**src/design/csfs_pkg.sv**
```systemverilog
// Shared constants, codes and helpers for the color sensor frequency sequencer.
`timescale 1ns / 1ps

package csfs_pkg;

  // Fixed field widths
  localparam int OP_W      = 3;
  localparam int CODE_W    = 2;
  localparam int PHASE_W   = 4;
  localparam int MULT_W    = 10;
  localparam int VALUE_W   = 26;
  localparam int NUM_SLOTS = 5;
  localparam int CFG_IDX_W = 1;

  localparam int COUNT_WIDTH_DEFAULT = 16;

  localparam logic [VALUE_W-1:0] VALUE_MAX = {VALUE_W{1'b1}};

  // Register reset values
  localparam logic [PHASE_W-1:0] TPW_RESET  = 4'd2;
  localparam logic [MULT_W-1:0]  MULT_RESET = 10'd10;

  // Configuration register indexes
  localparam logic [CFG_IDX_W-1:0] CFG_TICKS_PER_WINDOW  = 1'b0;
  localparam logic [CFG_IDX_W-1:0] CFG_RESULT_MULTIPLIER = 1'b1;

  // Operation codes
  localparam logic [OP_W-1:0] OP_PULSE       = 3'd0;
  localparam logic [OP_W-1:0] OP_TICK        = 3'd1;
  localparam logic [OP_W-1:0] OP_START_ALL   = 3'd2;
  localparam logic [OP_W-1:0] OP_START_ONE   = 3'd3;
  localparam logic [OP_W-1:0] OP_TAKE_ALL    = 3'd4;
  localparam logic [OP_W-1:0] OP_TAKE_ONE    = 3'd5;
  localparam logic [OP_W-1:0] OP_CLEAR_ALL   = 3'd6;
  localparam logic [OP_W-1:0] OP_CLEAR_ONE   = 3'd7;

  // Colors, also the count slot index
  localparam logic [CODE_W-1:0] COLOR_RED   = 2'd0;
  localparam logic [CODE_W-1:0] COLOR_GREEN = 2'd1;
  localparam logic [CODE_W-1:0] COLOR_BLUE  = 2'd2;
  localparam logic [CODE_W-1:0] COLOR_CLEAR = 2'd3;
  localparam int SLOT_SINGLE = 4;

  // Scale codes and pin patterns {S0,S1}
  localparam logic [CODE_W-1:0] SCALE_CODE_2PCT  = 2'd0;
  localparam logic [CODE_W-1:0] SCALE_CODE_20PCT = 2'd1;
  localparam logic [CODE_W-1:0] SCALE_CODE_FULL  = 2'd2;
  localparam logic [1:0] SCALE_PINS_OFF   = 2'b00;
  localparam logic [1:0] SCALE_PINS_2PCT  = 2'b01;
  localparam logic [1:0] SCALE_PINS_20PCT = 2'b10;
  localparam logic [1:0] SCALE_PINS_FULL  = 2'b11;

  // Filter pins {S2,S3} for a color
  function automatic logic [1:0] pins_for(input logic [CODE_W-1:0] color);
    logic [1:0] pins;
    case (color)
      COLOR_RED:   pins = 2'b00;
      COLOR_GREEN: pins = 2'b11;
      COLOR_BLUE:  pins = 2'b01;
      COLOR_CLEAR: pins = 2'b10;
      default:     pins = 2'b00;
    endcase
    return pins;
  endfunction

endpackage

```
**src/design/color_sensor_frequency_sequencer.sv**
```systemverilog
// Top level: gated-window pulse counter and filter sequencer for a color sensor.
`timescale 1ns / 1ps

// Usage
//   s_axis: one transfer per event. tuser carries the op (pulse edge, timer tick,
//   start all, start one, take all, take one, clear all flag, clear one flag);
//   tdata carries scale_code and color_code for starts.
//   m_axis: exactly one result transfer per input transfer, in order: pin states,
//   ready flags, start_taken and the five scaled counts (count times multiplier,
//   saturated at 2^26-1).
//   cfg port: write ticks_per_window (index 0) or result_multiplier (index 1),
//   only while no transfer is in flight.
// Timing
//   On an input transfer the event is applied to the control state and the counts
//   are snapshotted into the snapshot stage; the five multipliers and saturation
//   then fill the output register, from which the result is offered.
//   Throughput 1 transfer per cycle while m_axis_tready is high, pulse after pulse.
// Reset
//   rst_ni clears all control state and stored counts, loads register defaults
//   (window 2 ticks, multiplier 10) and empties the pipeline.
// Stall
//   When m_axis_tready is low the result holds; the snapshot stage still fills,
//   then s_axis_tready drops until the output drains.

module color_sensor_frequency_sequencer #(
  parameter int COUNT_WIDTH = csfs_pkg::COUNT_WIDTH_DEFAULT
) (
  input  logic                          clk_i,
  input  logic                          rst_ni,
  // tdata: [1:0] scale_code, [3:2] color_code, [7:4] zero
  input  logic                          s_axis_tvalid,
  output logic                          s_axis_tready,
  input  logic [7:0]                    s_axis_tdata,
  // tuser: [2:0] op
  input  logic [csfs_pkg::OP_W-1:0]     s_axis_tuser,
  // tdata: [1:0] filter_pins, [3:2] scale_pins, [4] sensor_enable, [5] ready_all,
  // [6] ready_one, [7] start_taken, [33:8] red_value, [59:34] green_value,
  // [85:60] blue_value, [111:86] clear_value, [137:112] single_value, [143:138] zero
  output logic                          m_axis_tvalid,
  input  logic                          m_axis_tready,
  output logic [143:0]                  m_axis_tdata,
  input  logic                          cfg_we_i,
  input  logic [csfs_pkg::CFG_IDX_W-1:0] cfg_index_i,
  input  logic [csfs_pkg::MULT_W-1:0]   cfg_wdata_i
);

  import csfs_pkg::*;

  localparam int PROD_W = (COUNT_WIDTH + MULT_W > VALUE_W + 1) ?
                          (COUNT_WIDTH + MULT_W) : (VALUE_W + 1);

  // Input field unpack
  logic [OP_W-1:0]   op;
  logic [CODE_W-1:0] scode;
  logic [CODE_W-1:0] ccode;
  assign op    = s_axis_tuser;
  assign scode = s_axis_tdata[1:0];
  assign ccode = s_axis_tdata[3:2];

  // Configuration
  logic [PHASE_W-1:0] tpw_q;
  logic [MULT_W-1:0]  mult_q;

  always_ff @(posedge clk_i or negedge rst_ni) begin
    if (!rst_ni) begin
      tpw_q  <= TPW_RESET;
      mult_q <= MULT_RESET;
    end else if (cfg_we_i) begin
      case (cfg_index_i)
        CFG_TICKS_PER_WINDOW:  tpw_q  <= cfg_wdata_i[PHASE_W-1:0];
        CFG_RESULT_MULTIPLIER: mult_q <= cfg_wdata_i;
        default: ;
      endcase
    end
  end

  // Pipeline handshake
  logic s1_valid_q;
  logic out_free;
  logic s_accept;
  assign out_free      = !m_axis_tvalid || m_axis_tready;
  assign s_axis_tready = !s1_valid_q || out_free;
  assign s_accept      = s_axis_tvalid && s_axis_tready;

  // Control state
  logic [COUNT_WIDTH-1:0] pulse_count_q, pulse_count_d;
  logic [PHASE_W-1:0]     tick_phase_q, tick_phase_d;
  logic                   measuring_q, measuring_d;
  logic                   timer_running_q, timer_running_d;
  logic                   all_idle_q, all_idle_d;
  logic                   one_idle_q, one_idle_d;
  logic                   capture_allowed_q, capture_allowed_d;
  logic                   single_mode_q, single_mode_d;
  logic [CODE_W-1:0]      current_color_q, current_color_d;
  logic [1:0]             filter_pins_q, filter_pins_d;
  logic [1:0]             scale_pins_q, scale_pins_d;
  logic                   enable_q, enable_d;
  logic                   flag_all_q, flag_all_d;
  logic                   flag_one_q, flag_one_d;
  logic [COUNT_WIDTH-1:0] counts_q [NUM_SLOTS];
  logic [COUNT_WIDTH-1:0] counts_d [NUM_SLOTS];
  logic                   taken_d;

  logic [PHASE_W-1:0] phase_inc;
  logic               window_end;

  assign phase_inc  = tick_phase_q + PHASE_W'(1);
  assign window_end = (phase_inc == tpw_q);

  always_comb begin
    pulse_count_d     = pulse_count_q;
    tick_phase_d      = tick_phase_q;
    measuring_d       = measuring_q;
    timer_running_d   = timer_running_q;
    all_idle_d        = all_idle_q;
    one_idle_d        = one_idle_q;
    capture_allowed_d = capture_allowed_q;
    single_mode_d     = single_mode_q;
    current_color_d   = current_color_q;
    filter_pins_d     = filter_pins_q;
    scale_pins_d      = scale_pins_q;
    enable_d          = enable_q;
    flag_all_d        = flag_all_q;
    flag_one_d        = flag_one_q;
    counts_d          = counts_q;
    taken_d           = 1'b0;

    case (op)
      OP_PULSE: begin
        if (measuring_q && (pulse_count_q != {COUNT_WIDTH{1'b1}})) begin
          pulse_count_d = pulse_count_q + COUNT_WIDTH'(1);
        end
      end
      OP_TICK: begin
        if (timer_running_q) begin
          tick_phase_d = window_end ? '0 : phase_inc;
          if (!flag_all_q && measuring_q) begin
            filter_pins_d = pins_for(current_color_q);
            if (window_end && capture_allowed_q) begin
              if (single_mode_q || (current_color_q == COLOR_CLEAR)) begin
                // last window of the run: store, raise flag, stop
                if (single_mode_q) begin
                  single_mode_d        = 1'b0;
                  counts_d[SLOT_SINGLE] = pulse_count_q;
                  flag_one_d           = 1'b1;
                end else begin
                  counts_d[COLOR_CLEAR] = pulse_count_q;
                  flag_all_d            = 1'b1;
                end
                capture_allowed_d = 1'b0;
                measuring_d       = 1'b0;
                current_color_d   = COLOR_RED;
                timer_running_d   = 1'b0;
              end else begin
                counts_d[{1'b0, current_color_q}] = pulse_count_q;
                current_color_d                   = current_color_q + CODE_W'(1);
              end
            end
          end
          pulse_count_d = '0;
        end
      end
      OP_START_ALL, OP_START_ONE: begin
        if (all_idle_q && one_idle_q) begin
          if (op == OP_START_ALL) begin
            all_idle_d = 1'b0;
          end else begin
            one_idle_d      = 1'b0;
            current_color_d = ccode;
            single_mode_d   = 1'b1;
          end
          case (scode)
            SCALE_CODE_2PCT:  scale_pins_d = SCALE_PINS_2PCT;
            SCALE_CODE_20PCT: scale_pins_d = SCALE_PINS_20PCT;
            SCALE_CODE_FULL:  scale_pins_d = SCALE_PINS_FULL;
            default:          scale_pins_d = scale_pins_q;  // code three keeps pins
          endcase
          measuring_d     = 1'b1;
          enable_d        = 1'b1;
          timer_running_d = 1'b1;
          taken_d         = 1'b1;
        end
      end
      OP_TAKE_ALL: begin
        measuring_d       = 1'b0;
        pulse_count_d     = '0;
        all_idle_d        = 1'b1;
        capture_allowed_d = 1'b1;
      end
      OP_TAKE_ONE: begin
        measuring_d       = 1'b0;
        pulse_count_d     = '0;
        one_idle_d        = 1'b1;
        capture_allowed_d = 1'b1;
        enable_d          = 1'b0;
        scale_pins_d      = SCALE_PINS_OFF;
      end
      OP_CLEAR_ALL: flag_all_d = 1'b0;
      OP_CLEAR_ONE: flag_one_d = 1'b0;
      default: ;
    endcase
  end

  always_ff @(posedge clk_i or negedge rst_ni) begin
    if (!rst_ni) begin
      pulse_count_q     <= '0;
      tick_phase_q      <= '0;
      measuring_q       <= 1'b0;
      timer_running_q   <= 1'b0;
      all_idle_q        <= 1'b1;
      one_idle_q        <= 1'b1;
      capture_allowed_q <= 1'b1;
      single_mode_q     <= 1'b0;
      current_color_q   <= COLOR_RED;
      filter_pins_q     <= 2'b00;
      scale_pins_q      <= SCALE_PINS_OFF;
      enable_q          <= 1'b0;
      flag_all_q        <= 1'b0;
      flag_one_q        <= 1'b0;
      for (int i = 0; i < NUM_SLOTS; i++) begin
        counts_q[i] <= '0;
      end
    end else if (s_accept) begin
      pulse_count_q     <= pulse_count_d;
      tick_phase_q      <= tick_phase_d;
      measuring_q       <= measuring_d;
      timer_running_q   <= timer_running_d;
      all_idle_q        <= all_idle_d;
      one_idle_q        <= one_idle_d;
      capture_allowed_q <= capture_allowed_d;
      single_mode_q     <= single_mode_d;
      current_color_q   <= current_color_d;
      filter_pins_q     <= filter_pins_d;
      scale_pins_q      <= scale_pins_d;
      enable_q          <= enable_d;
      flag_all_q        <= flag_all_d;
      flag_one_q        <= flag_one_d;
      counts_q          <= counts_d;
    end
  end

  // Snapshot stage: state after the item, counts still unscaled
  logic [7:0]             s1_flags_q;
  logic [COUNT_WIDTH-1:0] s1_counts_q [NUM_SLOTS];

  always_ff @(posedge clk_i or negedge rst_ni) begin
    if (!rst_ni) begin
      s1_valid_q <= 1'b0;
    end else if (s_axis_tready) begin
      s1_valid_q <= s_axis_tvalid;
    end
  end

  always_ff @(posedge clk_i) begin
    if (s_accept) begin
      s1_flags_q  <= {taken_d, flag_one_d, flag_all_d, enable_d, scale_pins_d,
                      filter_pins_d};
      s1_counts_q <= counts_d;
    end
  end

  // Scale stage: one multiplier per slot, then saturate
  logic [PROD_W-1:0]  prod  [NUM_SLOTS];
  logic [VALUE_W-1:0] value [NUM_SLOTS];

  always_comb begin
    for (int i = 0; i < NUM_SLOTS; i++) begin
      prod[i]  = PROD_W'(s1_counts_q[i]) * PROD_W'(mult_q);
      value[i] = (prod[i] > PROD_W'(VALUE_MAX)) ? VALUE_MAX : prod[i][VALUE_W-1:0];
    end
  end

  always_ff @(posedge clk_i or negedge rst_ni) begin
    if (!rst_ni) begin
      m_axis_tvalid <= 1'b0;
    end else if (out_free) begin
      m_axis_tvalid <= s1_valid_q;
    end
  end

  always_ff @(posedge clk_i) begin
    if (out_free && s1_valid_q) begin
      m_axis_tdata <= {6'd0, value[SLOT_SINGLE], value[COLOR_CLEAR], value[COLOR_BLUE],
                       value[COLOR_GREEN], value[COLOR_RED], s1_flags_q};
    end
  end

endmodule
```
**config.mk**
```make
export PLATFORM = sky130hd
export DESIGN_NAME = color_sensor_frequency_sequencer
export DESIGN_NICKNAME = d
export VERILOG_FILES = /design/src/design/csfs_pkg.sv /design/src/design/color_sensor_frequency_sequencer.sv
export SDC_FILE = /design/constraint.sdc
export NUM_CORES = 2
export LEC_CHECK = 0
export ABC_CLOCK_PERIOD_IN_PS = 15700
export BUFFER_PORTS_ARGS = -buffer_cell sky130_fd_sc_hd__buf_2
export CELL_PAD_IN_SITES_DETAIL_PLACEMENT = 0
export CELL_PAD_IN_SITES_GLOBAL_PLACEMENT = 1
export CORE_ASPECT_RATIO = 0.8
export CORE_MARGIN = 4
export CORE_UTILIZATION = 54
export CTS_CLUSTER_DIAMETER = 120
export DETAILED_ROUTE_END_ITERATION = 6
export MAX_ROUTING_LAYER = met4
export PLACE_DENSITY = 0.89
export SLEW_MARGIN = 10
export SYNTH_ARGS = -nofsm -noshare
export SYNTH_HDL_FRONTEND = slang
export SYNTH_SLANG_ARGS = --single-unit
```
**constraint.sdc**
```tcl
create_clock -name clk_i -period 15.7 [get_ports clk_i]
set_input_delay 0.785 -clock clk_i [delete_from_list [all_inputs] [get_ports clk_i]]
set_output_delay 0.785 -clock clk_i [all_outputs]
set_load 0.1 [all_outputs]
```
==> summary.txt <==
Critical path
  – CP endpoint kind: flop
  – CP Cell Sequence: buf_4, buf_4, nand2_1, fa_1, inv_1, fa_1, inv_1, fa_1, inv_1, fa_1, inv_1, fa_1, inv_1, ha_1, a2111oi_0, o21ai_0, a21oi_1, o21ai_0, a41oi_1, a21oi_1, a211oi_1, xnor2_1
  – Worst-path maximum fanout: 42
  – R2r setup slk: 8300 ps
  – CP Launch Type: flop
  – Critical path class: flop to flop
  – Crit-path max cell delay: 570 ps
  – R2r worst-path depth: 22
  – Worst R2R Start: mult_q[1]
  – Slowest cell on the critical path: buf_4
  – Worst Path Arrival: 7700 ps
  – R2R Path End: m_axis_tdata[136]
  – Crit path required time: 16000 ps

Synth
  – Top_reg_cell synth: edfxtp_1
  – Sequential share of the synthesized area: 0.259
  – YS warnings: 0
  – Yosys reg bits: 357
  – Post-Synthesis Cell Area: 38900 µm²
  – Ys async rst share: 0.367
  – Synthesized instance count: 3782
  – Largest family of logic cells by synthesized area: adder cells
  – Synthesized-area fraction occupied by adder cells: 0.385
  – Xor/xnor share of the synthesized area: 0.0268
  – Simple-gate portion of the synthesized area: 0.143
  – Synth Area in Compound Gates: 0.0535
  – Mux share of post-synthesis cell area: 0.0518
  – Synth Area per Inst: 10.3 µm²
  – Synth unique cells: 69
  – Post-synth EDFFs: 226

Floorplan
  – Die Y: 248 µm
  – Horiz. Die Dim: 308 µm
  – Rows: 87
  – Core ar.: 70900 µm²
  – IO Pins: 173
  – Die area: 76300 µm²
  – Starting Density: 0.548

STA
  – Final setup violation count: 0
  – Hold slack: 252 ps
  – Crit share post-route: 0.471
  – Final min period: 7400 ps
  – Worst Tran Pin Value: 979 ps
  – Final Skew: 28.1 ps
  – Post-route setup TNS: 0 ps
  – Worst slew margin: 0.347
  – Final Hold Fails: 0
  – Max-slew violation count: 0
  – RSZ-0062 raised after global routing: false
  – F_max: 135 MHz

Clocking
  – Post_cts resized: 0
  – Postcts setup bufs: 0
  – Clk sinks: 357
  – CTS Hold Bufs: 0
  – CTS H-tree depth: 2
  – Maximum root-to-sink buffer count: 3
  – Clk_lat worst skew: 580 ps
  – CTS tree: built
  – Clock transition at the registers of the reported paths: 70 ps
  – Root Driver: clkbuf_16
  – CTS Buf Count: 41

Power and ir drop
  – Pwr per Cell Area: 216 nW/µm²
  – Peak VDD IR: 0.151 mV
  – Power Internal: 4.42 mW
  – Net Sw Frac: 0.508
  – P_leak: 20.6 nW
  – Sw power: 4.57 mW
  – Clk pwr share: 0.110
  – Combinational Power Share: 0.715
  – Sequential fraction of design power: 0.175

Global route
  – Remaining Overflow, GRT: 0
  – Initial antenna violation count: 2
  – Largest net degree at the start of global routing: 76
  – Vias in the first global route: 27100
  – GRT Util Overall: 0.231
  – Wire length of the first global-routing pass: 139 mm

Outcome
  – Status: complete, no violations

Worst hold path
  – Hold Path Class: input port to async pin

Finish
  – Synth-to-layout area growth: 6.94%
  – Share of layout cells above drive strength 1: 0.118
  – Final #Nets: 4693
  – Most frequent cells in the layout: inv_1, fa_1, nand2_1, and2_1, ha_1
  – Commonest non-fill, non-tap cell in the layout: inv_1
  – Final Non-Filler Cells: 4769

Place
  – PortBufs: 162
  – Placed Instances: 4692
  – GPL Wtd Cong: 0.844
  – HPWL Detailed: 58.9 mm

Route
  – DRT Pass-1 Iters: 5
  – DRC viols: 0
  – Avg WL per Cell: 17.2 µm
  – Total Wirelength: 82.3 mm
  – DR vias/cell: 5.44
  – Final ANT Viol Nets: 0
  – Number of DRC markers in iteration 0: 1340
  – Routed via count: 26000

Run
  – Max cap viols: 0
[power groups by stage]
stage / clock [mW] / combinational [mW] / sequential (mW)
floorplan: 0 / 4.18 / 2.61
global placement: 0 / 6.37 / 1.59
detailed placement: 0 / 6.44 / 1.60
CTS: 1.02 / 6.49 / 1.58
global route: 1.06 / 7.25 / 1.60
finish: 0.990 / 6.43 / 1.58
[how the worst max path moves through the flow]
stage	end	startpoint	cells after the start
3_5_place_dp	m_axis_tdata[136]	mult_q[1]	22
3_3_place_gp	m_axis_tdata[136]	mult_q[1]	22
6_report	m_axis_tdata[136]	mult_q[1]	22
4_1_cts	m_axis_tdata[136]	mult_q[1]	22
2_1_floorplan	m_axis_tdata[85]	mult_q[1]	20
5_1_grt	m_axis_tdata[136]	mult_q[1]	22
[logic make-up (layout without fill, tap and decap cells)]
| logic type | count (synthesis) | after routing |
|---|---|---|
| muxes | 179 | 179 |
| other | 1 | 9 |
| adders and majority gates | 865 | 865 |
| and+or+nand+nor | 1127 | 1127 |
| AOI/OAI and AO/OA | 323 | 323 |
| buffers and inverters | 811 | 856 |
| DFF | 357 | 357 |
| xor gates and xnor gates | 119 | 119 |
[Yosys cell counts, drive strengths merged, types with 4 or more instances]
master	count	area share
a2111oi	4	0.00090
a211o	5	0.0011
a211oi	10	0.0019
a21boi	4	0.00077
a21o	38	0.0073
a21oi	100	0.013
a22oi	4	0.00077
a311oi	6	0.0014
a31oi	8	0.0013
a41oi	5	0.0011
and2	390	0.063
and3	13	0.0021
and4	6	0.0014
buf	85	0.0096
clkbuf	126	0.013
dfrtp	125	0.081
dfstp	6	0.0041
edfxtp	226	0.17
fa	550	0.28
ha	315	0.10
inv	600	0.058
mux2	176	0.051
nand2	512	0.050
nand2b	12	0.0019
nand3	34	0.0053
nand4	13	0.0021
nor2	92	0.0089
nor2b	12	0.0019
nor3	20	0.0026
nor4	4	0.0012
o211ai	8	0.0015
o21a	16	0.0031
o21ai	63	0.0081
o21bai	16	0.0031
o311ai	5	0.0011
o31ai	7	0.0014
o41ai	4	0.00090
or2	4	0.00064
or3	7	0.0011
xnor2	77	0.017
xor2	42	0.0095
[final cells by class]
type	count	area (µm²)
repair buffers	182	963
inverters	600	2250
flip-flops and latches	357	10100
clock buffers	64	1300
diodes	3	7.51
clock inverters	10	96.3
fillers	6026	29300
well taps	934	1170
multi-input cells	2619	25700
[state kept, by name (all words and copies together) (netlist names), 2 cells and up]
signal	cells
current_color_q	2
tick_phase_q	4
filter_pins_q	2
s1_flags_q	8
pulse_count_q	16
counts_q	80
mult_q	10
m_axis_tdata	138
tpw_q	4
s1_counts_q	80
scale_pins_q	2
[critical path: cells and delay by family, from the launching register on]
family / cells / cell delay [ps]
AO/OA/AOI/OAI: 7 / 2280
flip-flops: 1 / 530
AND/OR/NAND/NOR: 1 / 170
buffers and inverters: 7 / 1210
adder cells (fa/ha/maj): 6 / 2740
XOR/XNOR: 1 / 110
[stage by stage]
step                      cell area (µm²)  setup slack [ps]  power (mW)  utilization
after floorplan                     38900              9670        6.79            -
after global placement              40100              8450        7.96        0.567
after detailed placement            40100              8360        8.03        0.567
after CTS                           41500              8300        9.09        0.586
after global routing                41500              7620        9.91        0.586
final                               41500              8300        8.99        0.586
[routing by layer]
metal  routed length (µm)  vias to the layer above  track usage
met5                    0                        -            -
li1                     -                    12000            -
met4                 1160                        0       0.0433
met1                37500                    13300        0.320
met2                38800                      595        0.368
met3                 4760                       88       0.0370
No activity file was read; power rests on OpenSTA's default activity.
